[config.mk]
export PLATFORM = sky130hd
export DESIGN_NAME = sce_store
export DESIGN_NICKNAME = d
export VERILOG_FILES = /design/src/hw/rtl/sce_pkg.sv /design/src/hw/rtl/sce_store.sv
export SDC_FILE = /design/constraint.sdc
export NUM_CORES = 2
export LEC_CHECK = 0
export BUFFER_PORTS_ARGS = -buffer_cell sky130_fd_sc_hd__buf_2
export CORE_MARGIN = 5
export CORE_UTILIZATION = 45
export DETAILED_ROUTE_END_ITERATION = 7
export GPL_ROUTABILITY_DRIVEN = 0
export PLACE_DENSITY = 0.66
export SKIP_CTS_REPAIR_TIMING = 1
export SLEW_MARGIN = 20
export SYNTH_ARGS = -nofsm -noshare
export SYNTH_HDL_FRONTEND = slang
export SYNTH_SLANG_ARGS = --single-unit
[constraint.sdc]
create_clock -name clk -period 4.66 [get_ports clk]
set_input_delay 0.233 -clock clk [delete_from_list [all_inputs] [get_ports clk]]
set_output_delay 0.233 -clock clk [all_outputs]
set_load 0.03 [all_outputs]
[src/hw/rtl/sce_pkg.sv]
// ----------------------------------------------------------------------------
// Softmax cross-entropy package
// Constants and types shared by the softmax cross-entropy unit modules.
// ----------------------------------------------------------------------------
`timescale 1ns / 1ps

package sce_pkg;

  // Default sizing.
  localparam int unsigned VEC_MAX_DEF        = 64;
  localparam int unsigned EXP_TABLE_BITS_DEF = 10;

  // Fixed-point constants.
  localparam logic [16:0] LOG2E_Q16 = 17'd94548;
  localparam logic [15:0] LN2_Q16   = 16'd45426;
  localparam logic [16:0] ONE_Q16   = 17'd65536;
  localparam logic [26:0] VALUE_MAX = 27'd16777215;

  // Width of ln(S) in Q16.
  localparam int unsigned LNS_W = 19;

  // Output selection.
  typedef enum logic [1:0] {
    MODE_PROB  = 2'd0,
    MODE_DERIV = 2'd1,
    MODE_LOSS  = 2'd2,
    MODE_GRAD  = 2'd3
  } mode_t;

endpackage

[src/hw/rtl/sce_store.sv]
// ----------------------------------------------------------------------------
// Element store
// Single-port-write, registered-read memory for the (logit, target) pairs.
// ----------------------------------------------------------------------------
`timescale 1ns / 1ps

module sce_store #(
  parameter int unsigned DEPTH = sce_pkg::VEC_MAX_DEF,
  parameter int unsigned WIDTH = 33
) (
  input  logic                     clk,
  input  logic                     we,
  input  logic [$clog2(DEPTH)-1:0] waddr,
  input  logic [WIDTH-1:0]         wdata,
  input  logic                     re,
  input  logic [$clog2(DEPTH)-1:0] raddr,
  output logic [WIDTH-1:0]         rdata
);

  logic [WIDTH-1:0] mem [DEPTH];

  // Write port.
  always_ff @(posedge clk) begin
    if (we) begin
      mem[waddr] <= wdata;
    end
  end

  // Registered read port.
  always_ff @(posedge clk) begin
    if (re) begin
      rdata <= mem[raddr];
    end
  end

endmodule

==> results.yml <==
outcome:
  outcome: "finished clean"
yosys:
  synth_compound_area_share_pct: 2.60
  synth_edf_count: 2145
  synth.top_cell.area_share_pct: 79.0
  syn-num-nets: 3646
  async_reset_ff_share_pct: 0
  ys.flop_type: "edfxtp_1"
  syn_inst: 3598
  ys_ff_latch: 2145
  synth_xor_area_share_pct: 0
  synthTopCellsByArea: "edfxtp_1 (79%), mux4_2 (13%), mux2i_1 (1.2%)"
  synth_cell_types: 45
  yosys.area_share.adder_pct: 0
  synth_area_um2: 81500
  synth-simple-area-share_pct: 2.26
  yosys-mux-area-fraction_pct: 14.7
  seq_area_frac_synth_pct: 79.0
  yosys_warnings: 0
  yosysTopAreaCell: "edfxtp_1"
  avgSynthCellArea_um2: 22.7
  synth_top_family_by_area: "multiplexers"
sta:
  fmax_ghz: 0.389
  slew_headroom_pct: 15.8
  grt_setup_unrepaired: "false"
  setup_viol_count_final: 0
  worst_slew_pin_slew_ns: 1.26
  fin_skew_ns: 0.0344
  fin_setup_tns_ns: 0
  finalHoldViolations: 0
  fin_crit_sh_pct: 55.2
  worst_slack_ns: 2.09
  period_needed_ns: 2.57
  slew_viol_final: 0
drt:
  ant_nets: 0
  routed_wirelength_um: 210000
  via_count: 39787
  dr.pass1.iters: 5
  drcViolationCount: 0
  wl_per_cell_um: 32.8
  drt_first_iter_violations: 5263
  routed_via_density: 6.22
global_route:
  grt_pass1_wl_um: 299000
  antenna_found_initial: 13
  grt_max_degree: 119
  grt-ovfl-total: 0
  grt_use_total_pct: 22.0
  grt_pass1_vias: 39721
place:
  pre_cts_ws_ns: 1.19
  dp_cells: 5992
  hpwl_um: 117000
  port_buffers: 80
die:
  initial_core_util_pct: 45.2
  row_count: 156
  ios: 81
  dieArea_um2: 190000
  die_h_um: 436
  die-width_um: 436
  coreArea_um2: 181000
clocking:
  cts_made_buffers: 204
  clk_latency_ns: 0.84
  clock_sinks: 2145
  clk_path_buf_depth: 3
  cts_tree: "built"
  clockRootBuffer: "clkbuf_16"
  clk_pin_slew_ns: 0.06
  h-tree-depth: 4
power:
  fin_total_pwr_mw: 39.1
  ir_drop_mv: 0.353
  leakagePower_nw: 28.5
  p_per_area_nw_per_um2: 424
setup_path:
  rr_worst_depth: 5
  worst_ep_arrival_time_ns: 3.13
  required_ns: 5.22
  crit_path_end_kind: "register"
  crit_type: "in2reg"
  cp-start-kind: "primary input"
  critical_path.max_fanout: 47
finish:
  fin_cells: 6397
  syn_to_final_growth_pct: 13.1
  final_cell_mix: "edfxtp_1 (2145), mux4_2 (485), clkbuf_16 (212)"
  layout-drive-gt1-share_pct: 26.7
  fill_cells: 13877
  layout_commonest_cell: "edfxtp_1"
  nNetsFinal: 3903
run:
  maxCapViolations: 0
hold_path:
  hp-class: "in2reg"
  holdPathStages: 2
[report_power, final]
group | switching [mW] | total [mW] | leakage [nW] | internal (mW)
registers | 0.0702 | 21.5 | 19.3 | 21.4
logic | 1.26 | 1.93 | 6.12 | 0.674
clock network | 6.93 | 15.7 | 3.06 | 8.78
total | 8.26 | 39.1 | 28.5 | 30.9
[area by class of cell]
type	instances	area, um2	area share [%]
sequential	2145	64400	69.8
tap	2370	2970	3.22
timing repair buffer	255	2140	2.32
clock buffer	270	5520	5.99
clock inverter	102	723	0.784
inverter	3	11.3	0.0122
antenna	6	15.0	0.0163
multi-input combinational	1246	16400	17.8
[flip-flops by register name (all words and copies together), names as in the netlist]
register	count
rdata	33
mem	2112
[critical path: stages]
cell and delay, ns:
buf_8 0.46, buf_12 0.34, buf_4 0.32, mux4_2 0.53
a22oi_1 0.25, nand4_1 0.45, and3_1 0.38
[synth_stat cells, drive strengths merged (12+ instances only)]
library cell	number
and2	12
mux4	485
a22oi	77
edfxtp	2145
a21oi	17
o21ai	13
nand2	102
mux2i	96
nor2b	23
clkbuf	82
nand3	86
nand4	41
a211oi	29
o221ai	46
nor2	71
and3	19
o22ai	59
buf	122
[through the flow]
| stage | hold WS [ns] | instance area, um2 | util (%) |
|---|---|---|---|
| final | 0.0459 | 92200 | 51.1 |
| after global routing | 0.0154 | 92200 | 51.1 |
| after CTS | -0.0352 | 91800 | 50.9 |
| after detailed placement | 0.725 | 85600 | 47.4 |
| after global placement | 0.758 | 85600 | 47.4 |
| after floorplan | 0.332 | 81500 | - |
[metal layers]
| metal | track usage [%] | vias to the layer above | part of all wire (%) |
|---|---|---|---|
| met5 | 0 | - | 0.0062 |
| met4 | 7.59 | 2 | 3.5 |
| met3 | 4.24 | 365 | 9.3 |
| met2 | 35.5 | 2221 | 49 |
| met1 | 30.5 | 21273 | 38 |
| li1 | - | 15926 | - |
[final timing paths]
check	from	to	slack (ns)
setup / recovery	raddr[0]	rdata[28]$_DFFE_PP_	2.09
hold / removal	raddr[5]	rdata[18]$_DFFE_PP_	0.05
setup reg to reg	mem[42][17]$_DFFE_PP_	rdata[17]$_DFFE_PP_	2.29
hold reg to reg	mem[10][7]$_DFFE_PP_	rdata[7]$_DFFE_PP_	0.92
[cell families (layout without fill, tap and decap cells)]
group	Yosys count	after routing
simple gates	378	378
mux	587	587
compound gates	281	281
other cells	0	6
buf+inv	207	630
flops	2145	2145
No activity file was read; power rests on OpenSTA's default activity.
