## src/hw/rtl/sce_div.sv

```systemverilog
// ----------------------------------------------------------------------------
// Serial divider
// Restoring division giving a 17-bit quotient, one bit per cycle.
// ----------------------------------------------------------------------------
`timescale 1ns / 1ps

module sce_div #(
  parameter int unsigned SW = 37
) (
  input  logic           clk,
  input  logic           rst,
  input  logic           start,
  input  logic [SW+16:0] num,
  input  logic [SW-1:0]  den,
  output logic           done,
  output logic [16:0]    quot
);

  localparam int unsigned DW = SW + 17;

  logic          active;
  logic [4:0]    cnt;
  logic [DW-1:0] rem;
  logic [DW-1:0] dsh;

  // Control: count seventeen quotient bits.
  always_ff @(posedge clk) begin
    if (rst) begin
      active <= 1'b0;
      done   <= 1'b0;
      cnt    <= '0;
    end else begin
      done <= 1'b0;
      if (start) begin
        active <= 1'b1;
        cnt    <= 5'd17;
      end else if (active) begin
        cnt <= cnt - 5'd1;
        if (cnt == 5'd1) begin
          active <= 1'b0;
          done   <= 1'b1;
        end
      end
    end
  end

  // Datapath: compare against the shifted divisor and subtract.
  always_ff @(posedge clk) begin
    if (start) begin
      rem  <= num;
      dsh  <= DW'(den) << 16;
      quot <= '0;
    end else if (active) begin
      if (rem >= dsh) begin
        rem  <= rem - dsh;
        quot <= {quot[15:0], 1'b1};
      end else begin
        quot <= {quot[15:0], 1'b0};
      end
      dsh <= dsh >> 1;
    end
  end

endmodule

```

## config.mk

```make
export PLATFORM = sky130hd
export DESIGN_NAME = sce_div
export DESIGN_NICKNAME = d
export VERILOG_FILES = /design/src/hw/rtl/sce_div.sv
export SDC_FILE = /design/constraint.sdc
export NUM_CORES = 1
export LEC_CHECK = 0
export BUFFER_PORTS_ARGS = -buffer_cell sky130_fd_sc_hd__buf_2
export CORE_ASPECT_RATIO = 1.1
export CORE_UTILIZATION = 60
export DETAILED_ROUTE_END_ITERATION = 12
export PLACE_DENSITY = 0.9
export SLEW_MARGIN = 0
export SYNTH_ARGS = -nofsm -noshare
export SYNTH_HDL_FRONTEND = slang
export SYNTH_SLANG_ARGS = --single-unit
```

## constraint.sdc

```tcl
create_clock -name clk -period 15.5 [get_ports clk]
set_clock_uncertainty 0.2 [all_clocks]
set_input_delay 1.55 -clock clk [delete_from_list [all_inputs] [get_ports clk]]
set_output_delay 1.55 -clock clk [all_outputs]
set_load 0.005 [all_outputs]
```

==> results.py <==
metrics = {
    "synth": {
        "syn_inst": 964,
        "avgSynthCellArea_um2": 9.00,
        "async_flop_share": 0,
        "synth_nets": 1114,
        "synth_top_area_frac": 0.315,
        "yosys_most_used_dff": "edfxtp_1",
        "yosysUniqueCellTypes": 72,
        "synth_area_leaders": "edfxtp_1, dfxtp_1, ha_1",
        "yosys_warnings": 0,
        "syn-cell-area_um2": 8680,
        "yosys_register_bits": 131,
        "synth-edff-count": 91,
        "yosysTopAreaCell": "edfxtp_1",
        "yosysSeqAreaShare": 0.407,
    },
    "outcome": {
        "status": "complete, no violations",
    },
    "critical_path": {
        "worstPathRequired_ns": 15.36,
        "crit_fanout": 33,
        "path_class": "reg2reg",
        "end_kind": "flip-flop",
        "cp.arrival_ns": 4.51,
        "start_kind": "flip-flop",
        "ff2ff_path_depth": 13,
    },
    "pwr": {
        "vdd_drop_max_mv": 0.0879,
        "p_per_area_nw_per_um2": 154,
        "leakage_nw": 4.11,
    },
    "finish": {
        "mostFrequentLayoutCell": "nand2_1",
        "final-seq-area_um2": 3530,
        "nets": 1191,
        "syn2layout_area_growth_pct": 13.5,
        "final_area_um2": 9850,
        "layout.cells.non_filler": 1242,
        "drive_gt1_frac": 0.159,
        "final_util": 0.705,
        "diodes": 0,
        "multi_input_area_um2": 4660,
        "layout_common_cells": "nand2_1, buf_2, edfxtp_1",
        "fillCellCount": 1127,
    },
    "clock_tree": {
        "post_cts_resized": 0,
        "clk_pin_slew_worst_paths_ns": 0.06,
        "cts-hold-fix-buffers": 0,
        "clk_latency_ns": 0.43,
        "htree_levels": 4,
        "clkSinkCount": 131,
        "numCtsBuffers": 17,
        "cts_tree": "done",
        "cts_setup_buffers": 0,
        "cts_root_buffer": "clkbuf_16",
        "clock_path_buffers": 2,
    },
    "floorplan": {
        "ios": 112,
        "num_rows": 45,
        "start_util": 0.621,
        "core_area_um2": 14000,
        "fp.dieArea_um2": 14900,
        "die_h_um": 128,
        "die_w_um": 117,
    },
    "place": {
        "post_dp_cell_area_um2": 9290,
        "place_congestion": 0.932,
        "dp.cells": 1210,
        "io_buffers": 111,
        "dp_hpwl_um": 14500,
    },
    "global_route": {
        "grt_pass1_wl_um": 33700,
        "grt_pass1_vias": 7188,
        "antenna_found_initial": 0,
        "grt_overflow": 0,
        "grt_usage": 0.289,
        "grt_max_degree": 120,
    },
    "timing": {
        "setup_viol": 0,
        "hold_violations": 0,
        "post-route-min-period_ns": 4.65,
        "worst_slew_pin_slew_ns": 1.12,
        "min_period_over_period": 0.300,
        "rsz0062_at_grt": "no",
        "finalMaxSlewViolations": 0,
        "finalSetupTns_ns": 0,
        "max_freq_mhz": 215,
        "slew_headroom": 0.252,
    },
    "route": {
        "via_per_inst": 6.06,
        "drtIter0Drc": 672,
        "num_vias": 7527,
        "drc": 0,
        "firstDrtPassIters": 5,
        "routedWlPerCell_um": 16.5,
        "wl_um": 20500,
        "postRouteAntennaNets": 0,
    },
    "hold_path": {
        "hold_path_depth": 2,
        "hp-class": "reg2reg",
    },
    "run": {
        "maxCapViolCount": 0,
    },
}
[area by class of cell]
type / instances / share of cell area
multi-input combinational: 705 / 0.474
sequential: 131 / 0.359
inverter: 72 / 0.0274
clock inverter: 14 / 0.0132
tap: 188 / 0.0239
timing repair buffer: 114 / 0.0593
clock buffer: 18 / 0.0436
[worst max-delay path: stages (launching register included)]
cell       delay [ns]
edfxtp_1         0.33
inv_1            0.05
ha_1             0.22
fa_1             0.40
and2b_1          0.27
o21bai_4         0.07
a211oi_2         0.33
o311ai_4         0.16
a2111oi_4        0.43
o21ai_0          0.20
o211ai_2         0.17
a41oi_2          0.21
o21ai_4          0.66
buf_4            0.56
[per-layer routing]
layer | part of all wire | track usage | wire length [um]
met1 | 0.43 | 0.368 | 8850
met2 | 0.47 | 0.464 | 9550
met3 | 0.068 | 0.0667 | 1380
met4 | 0.033 | 0.134 | 672
met5 | 0 | 0 | 0
[flip-flops by register name, indices dropped and copies added, names as in the netlist]
name    count
rem        54
active      1
quot       17
done        1
cnt         5
dsh        53
[per-stage QoR]
step	setup slack [ns]	hold slack, ns	total power, mW
after floorplan	8.42	0.265	0.973
after global placement	11.08	0.280	1.10
after detailed placement	10.90	0.293	1.11
after CTS	10.88	0.307	1.50
after global routing	10.63	0.358	1.60
final	10.85	0.302	1.52
[cells in the mapped netlist, types with 18 or more instances]
cell,instances
ha_1,55
nand2_1,123
a21oi_1,64
edfxtp_1,91
clkbuf_1,39
inv_1,70
o31ai_1,24
nor3_1,19
o21ai_0,76
mux2i_1,34
nor2_1,66
xnor2_1,29
xor2_1,18
nand4_1,19
a21o_1,24
dfxtp_1,40
[logic make-up (layout without fill, tap and decap cells)]
kind of cell / Yosys count / after routing / share of synthesized area
AOI/OAI and AO/OA: 285 / 285 / 0.221
and+or+nand+nor: 283 / 283 / 0.147
DFF: 131 / 131 / 0.407
buffers and inverters: 128 / 218 / 0.0564
adders and majority gates: 56 / 56 / 0.0816
xor gates and xnor gates: 47 / 47 / 0.0474
muxes: 34 / 34 / 0.0392
[final timing paths]
check	from	end	slack [ns]
max	rem[0]$_DFFE_PP_	rem[14]$_DFFE_PP_	10.85
min	cnt[1]$_SDFFE_PP0P_	cnt[1]$_SDFFE_PP0P_	0.30
max reg2reg	rem[0]$_DFFE_PP_	rem[14]$_DFFE_PP_	10.85
min reg2reg	cnt[1]$_SDFFE_PP0P_	cnt[1]$_SDFFE_PP0P_	0.30
[where the power goes]
part | switching [mW] | total [mW] | leakage [nW] | internal (mW)
Combinational | 0.403 | 0.659 | 2.57 | 0.256
Sequential | 0.0247 | 0.475 | 1.26 | 0.450
Clock | 0.159 | 0.381 | 0.279 | 0.222
(Power assumes the default switching activity.)
