$ cat src/hw/rtl/sce_pkg.sv
// ----------------------------------------------------------------------------
// Softmax cross-entropy package
// Constants and types shared by the softmax cross-entropy unit modules.
// ----------------------------------------------------------------------------
`timescale 1ns / 1ps

package sce_pkg;

  // Default sizing.
  localparam int unsigned VEC_MAX_DEF        = 64;
  localparam int unsigned EXP_TABLE_BITS_DEF = 10;

  // Fixed-point constants.
  localparam logic [16:0] LOG2E_Q16 = 17'd94548;
  localparam logic [15:0] LN2_Q16   = 16'd45426;
  localparam logic [16:0] ONE_Q16   = 17'd65536;
  localparam logic [26:0] VALUE_MAX = 27'd16777215;

  // Width of ln(S) in Q16.
  localparam int unsigned LNS_W = 19;

  // Output selection.
  typedef enum logic [1:0] {
    MODE_PROB  = 2'd0,
    MODE_DERIV = 2'd1,
    MODE_LOSS  = 2'd2,
    MODE_GRAD  = 2'd3
  } mode_t;

endpackage

$ cat src/hw/rtl/sce_ln.sv
// ----------------------------------------------------------------------------
// Log unit
// Computes ln(S / 2^30) in Q16 by normalizing and repeated squaring.
// ----------------------------------------------------------------------------
`timescale 1ns / 1ps

module sce_ln #(
  parameter int unsigned SW = 37
) (
  input  logic                      clk,
  input  logic                      rst,
  input  logic                      start,
  input  logic [SW-1:0]             s,
  output logic                      done,
  output logic [sce_pkg::LNS_W-1:0] lns
);
  import sce_pkg::*;

  typedef enum logic [1:0] {L_IDLE, L_SQ, L_MUL} lstate_t;

  lstate_t     state;
  logic [3:0]  cnt;
  logic [2:0]  nsh_q;
  logic [15:0] frac;
  logic [30:0] y;
  logic [2:0]  nsh;
  logic [61:0] sq;
  logic [31:0] y2;
  logic [34:0] lp;

  // Integer part of log2: position of the leading one above bit 30.
  always_comb begin
    nsh = '0;
    for (int b = 31; b < int'(SW); b++) begin
      if (s[b]) nsh = 3'(b - 30);
    end
  end

  assign sq = 62'(y) * 62'(y);
  assign y2 = sq[61:30];
  assign lp = 35'({nsh_q, frac}) * 35'(LN2_Q16);

  // Sequencer: sixteen squarings, then the scale by ln 2.
  always_ff @(posedge clk) begin
    if (rst) begin
      state <= L_IDLE;
      done  <= 1'b0;
      cnt   <= '0;
    end else begin
      done <= 1'b0;
      case (state)
        L_IDLE: begin
          if (start) begin
            cnt   <= '0;
            state <= L_SQ;
          end
        end
        L_SQ: begin
          cnt <= cnt + 4'd1;
          if (cnt == 4'd15) state <= L_MUL;
        end
        L_MUL: begin
          done  <= 1'b1;
          state <= L_IDLE;
        end
        default: state <= L_IDLE;
      endcase
    end
  end

  // Mantissa and fraction bits.
  always_ff @(posedge clk) begin
    if (state == L_IDLE && start) begin
      nsh_q <= nsh;
      y     <= 31'(s >> nsh);
      frac  <= '0;
    end else if (state == L_SQ) begin
      if (y2[31]) begin
        y    <= y2[31:1];
        frac <= {frac[14:0], 1'b1};
      end else begin
        y    <= y2[30:0];
        frac <= {frac[14:0], 1'b0};
      end
    end
    if (state == L_MUL) begin
      lns <= lp[34:16];
    end
  end

endmodule

$ cat config.mk
export PLATFORM = sky130hd
export DESIGN_NAME = sce_ln
export DESIGN_NICKNAME = d
export VERILOG_FILES = /design/src/hw/rtl/sce_pkg.sv /design/src/hw/rtl/sce_ln.sv
export SDC_FILE = /design/constraint.sdc
export NUM_CORES = 2
export LEC_CHECK = 0
export BUFFER_PORTS_ARGS = -buffer_cell sky130_fd_sc_hd__buf_2
export CAP_MARGIN = 20
export CORE_MARGIN = 2
export CORE_UTILIZATION = 48
export DETAILED_ROUTE_END_ITERATION = 16
export PLACE_DENSITY = 0.68
export SLEW_MARGIN = 20
export SYNTH_ARGS = -nofsm -noshare
export SYNTH_HDL_FRONTEND = slang
export SYNTH_SLANG_ARGS = --single-unit
export TNS_END_PERCENT = 1
$ cat constraint.sdc
create_clock -name clk -period 8.7 [get_ports clk]
set_input_delay 0.87 -clock clk [delete_from_list [all_inputs] [get_ports clk]]
set_output_delay 0.87 -clock clk [all_outputs]
set_load 0.05 [all_outputs]
==> impl_metrics.tcl <==
set metrics [dict create \
    fin_crit_sh_pct 96.4 \
    cts_tree "done" \
    io_buffers 59 \
    first_pass_iters 6 \
    finalCriticalPeriod_ns 8.39 \
    syn-num-nets 5061 \
    antenna_found_initial 2 \
    ys_types 78 \
    synth_top_area_share_pct 46.9 \
    crit_path_end_kind "flip-flop" \
    max_freq_mhz 119 \
    synthesis.area_um2 35800 \
    fill_cells 6749 \
    start_kind "flip-flop" \
    die_w_um 277 \
    hpwl_um 76000 \
    wl_per_cell_um 18.6 \
    pin_count 60 \
    holdWs_ns 0.496 \
    synth-seq-area-share_pct 5.74 \
    clkSinkCount 76 \
    ys.warnings.count 0 \
    worstPathArrival_ns 8.45 \
    drt_iter0_markers 1629 \
    grt_pass1_wl_um 145000 \
    drv_slew 0 \
    dieArea_um2 76700 \
    start_util_pct 48.3 \
    synth_edf_count 53 \
    critical_path_class "reg2reg" \
    yosysTopAreaCell "fa_1" \
    tns_ns 0 \
    syn_avg_cell_area_um2 9.44 \
    core_um2 74100 \
    first_global_vias 26996 \
    hold_violations 0 \
    cp_common_cell "fa_1" \
    nNetsFinal 5114 \
    num_vias 25086 \
    skew_ns 0.0135 \
    die_y_um 277 \
    worst-endpoint-required_ns 8.76 \
    slew_headroom_pct 25.7 \
    track_usage_pct 24.2 \
    place_congestion 0.942 \
    clk_path_buf_depth 2 \
    gr-total-overflow 0 \
    maxCapViolCount 0 \
    yosysMostFrequentCell "inv_1" \
    status "completed" \
    whs_path_depth 2 \
    critPathMaxStageDelay_ns 0.61 \
    grt_max_degree 40 \
    placed_area_um2 37500 \
    yosys-top-cells-area "fa_1 (47%), ha_1 (14%), inv_1 (11%)" \
    tightest_slew_ns 1.11 \
    dominantRegCellSynth "edfxtp_1" \
    design_area_um2 38000 \
    hp-class "reg2reg" \
    ant_nets 0 \
    rsz0062_at_grt "no" \
    numCtsBuffers 9 \
    yosys-top-cells-count "inv_1 (1083), fa_1 (837), ha_1 (398), nand2_1 (354), and2_1 (194)" \
    via_per_inst 5.21 \
    synth-async-reset-ratio_pct 0 \
    synth-seq-cells 76 \
    htreeDepth 3 \
    clk_latency_ns 0.36 \
    routed_wl_um 89600 \
    ctsRootBufferMaster "clkbuf_16" \
    row_count 100 \
    setup-violations-final 0 \
    syn_to_final_growth_pct 6.36 \
    r2r_cells 25 \
    syn_inst 3786 \
    clkTransAtPathRegs_ns 0.07 \
    final_util_pct 51.3 \
    drc_errors 0 \
    drive_gt1_share_pct 5.72 \
    worstPathMaxFanout 7 \
    slowest_stage "fa_1" \
]
-- sequential cells by signal (all words and copies together), names as in the netlist --
name,flops
lns,19
y,31
frac,16
cnt,4
done,1
nsh_q,3
state,2
-- through the flow --
step / std cells / setup slack (ns)
after floorplan: 3786 / 0.897
after detailed placement: 4778 / 0.194
after CTS: 4794 / 0.158
after global routing: 4813 / 0.0570
final: 4815 / 0.312
after global placement: 4778 / 0.214
-- layout make-up --
type / instances / area, um^2 / area share (%)
clock inverters: 5 / 67.6 / 0.178
flip-flops and latches: 76 / 2050 / 5.40
multi-input cells: 2497 / 29100 / 76.6
clock buffers: 11 / 243 / 0.638
repair buffers: 171 / 1260 / 3.32
diodes: 2 / 5.00 / 0.0132
well taps: 969 / 1210 / 3.19
inverters: 1084 / 4070 / 10.7
-- metal layers --
layer	wire length, um	track usage (%)	vias up
li1	-	-	11478
met1	36300	31.4	12680
met2	44400	42.1	759
met3	5090	2.65	169
met4	3810	8.65	0
met5	0	0	-
-- worst max-delay path, delay by kind of cell (launching register included) --
family | cells | cell delay, ns
fa+ha+maj | 9 | 4.44
flops | 1 | 0.50
simple gates | 5 | 1.29
compound gates | 6 | 1.34
buf+inv | 5 | 0.52
-- layout by cell type, fill, tap and decap left out, types with 53 or more instances in the layout --
| master | count |
|---|---|
| o21ai_0 | 63 |
| buf_4 | 102 |
| mux2i_1 | 74 |
| fa_1 | 837 |
| nand2_1 | 354 |
| inv_1 | 1082 |
| buf_2 | 59 |
| and2_1 | 194 |
| nor2_1 | 79 |
| edfxtp_1 | 53 |
| a21oi_1 | 101 |
| ha_1 | 398 |
-- kinds of logic after synthesis --
kind of cell,Yosys count,synth area share (%)
other,1,0.0105
xor gates and xnor gates,70,1.74
DFF,76,5.74
adders and majority gates,1235,60.8
muxes,75,2.10
buffers and inverters,1213,13.0
AOI/OAI and AO/OA,327,5.90
and+or+nand+nor,789,10.8
-- worst paths after layout --
check	startpoint	slack (ns)	end
worst max register to register	y[7]	0.31	y[25]
worst min-delay path	cnt[1]	0.50	cnt[1]
worst max-delay path	y[7]	0.31	y[25]
worst min register to register	cnt[1]	0.50	cnt[1]
-- repair_timing --
| action | in CTS | in global routing |
|---|---|---|
| gates resized for setup | 0 | 2 |
| hold buffers | 0 | 0 |
| setup endpoints to repair | 0 | 28 |
| buffers inserted | 0 | 19 |
Power is left out: the tool's default activity adds up to more than one toggle a clock period on the data nets, which glitch-free logic cannot reach.
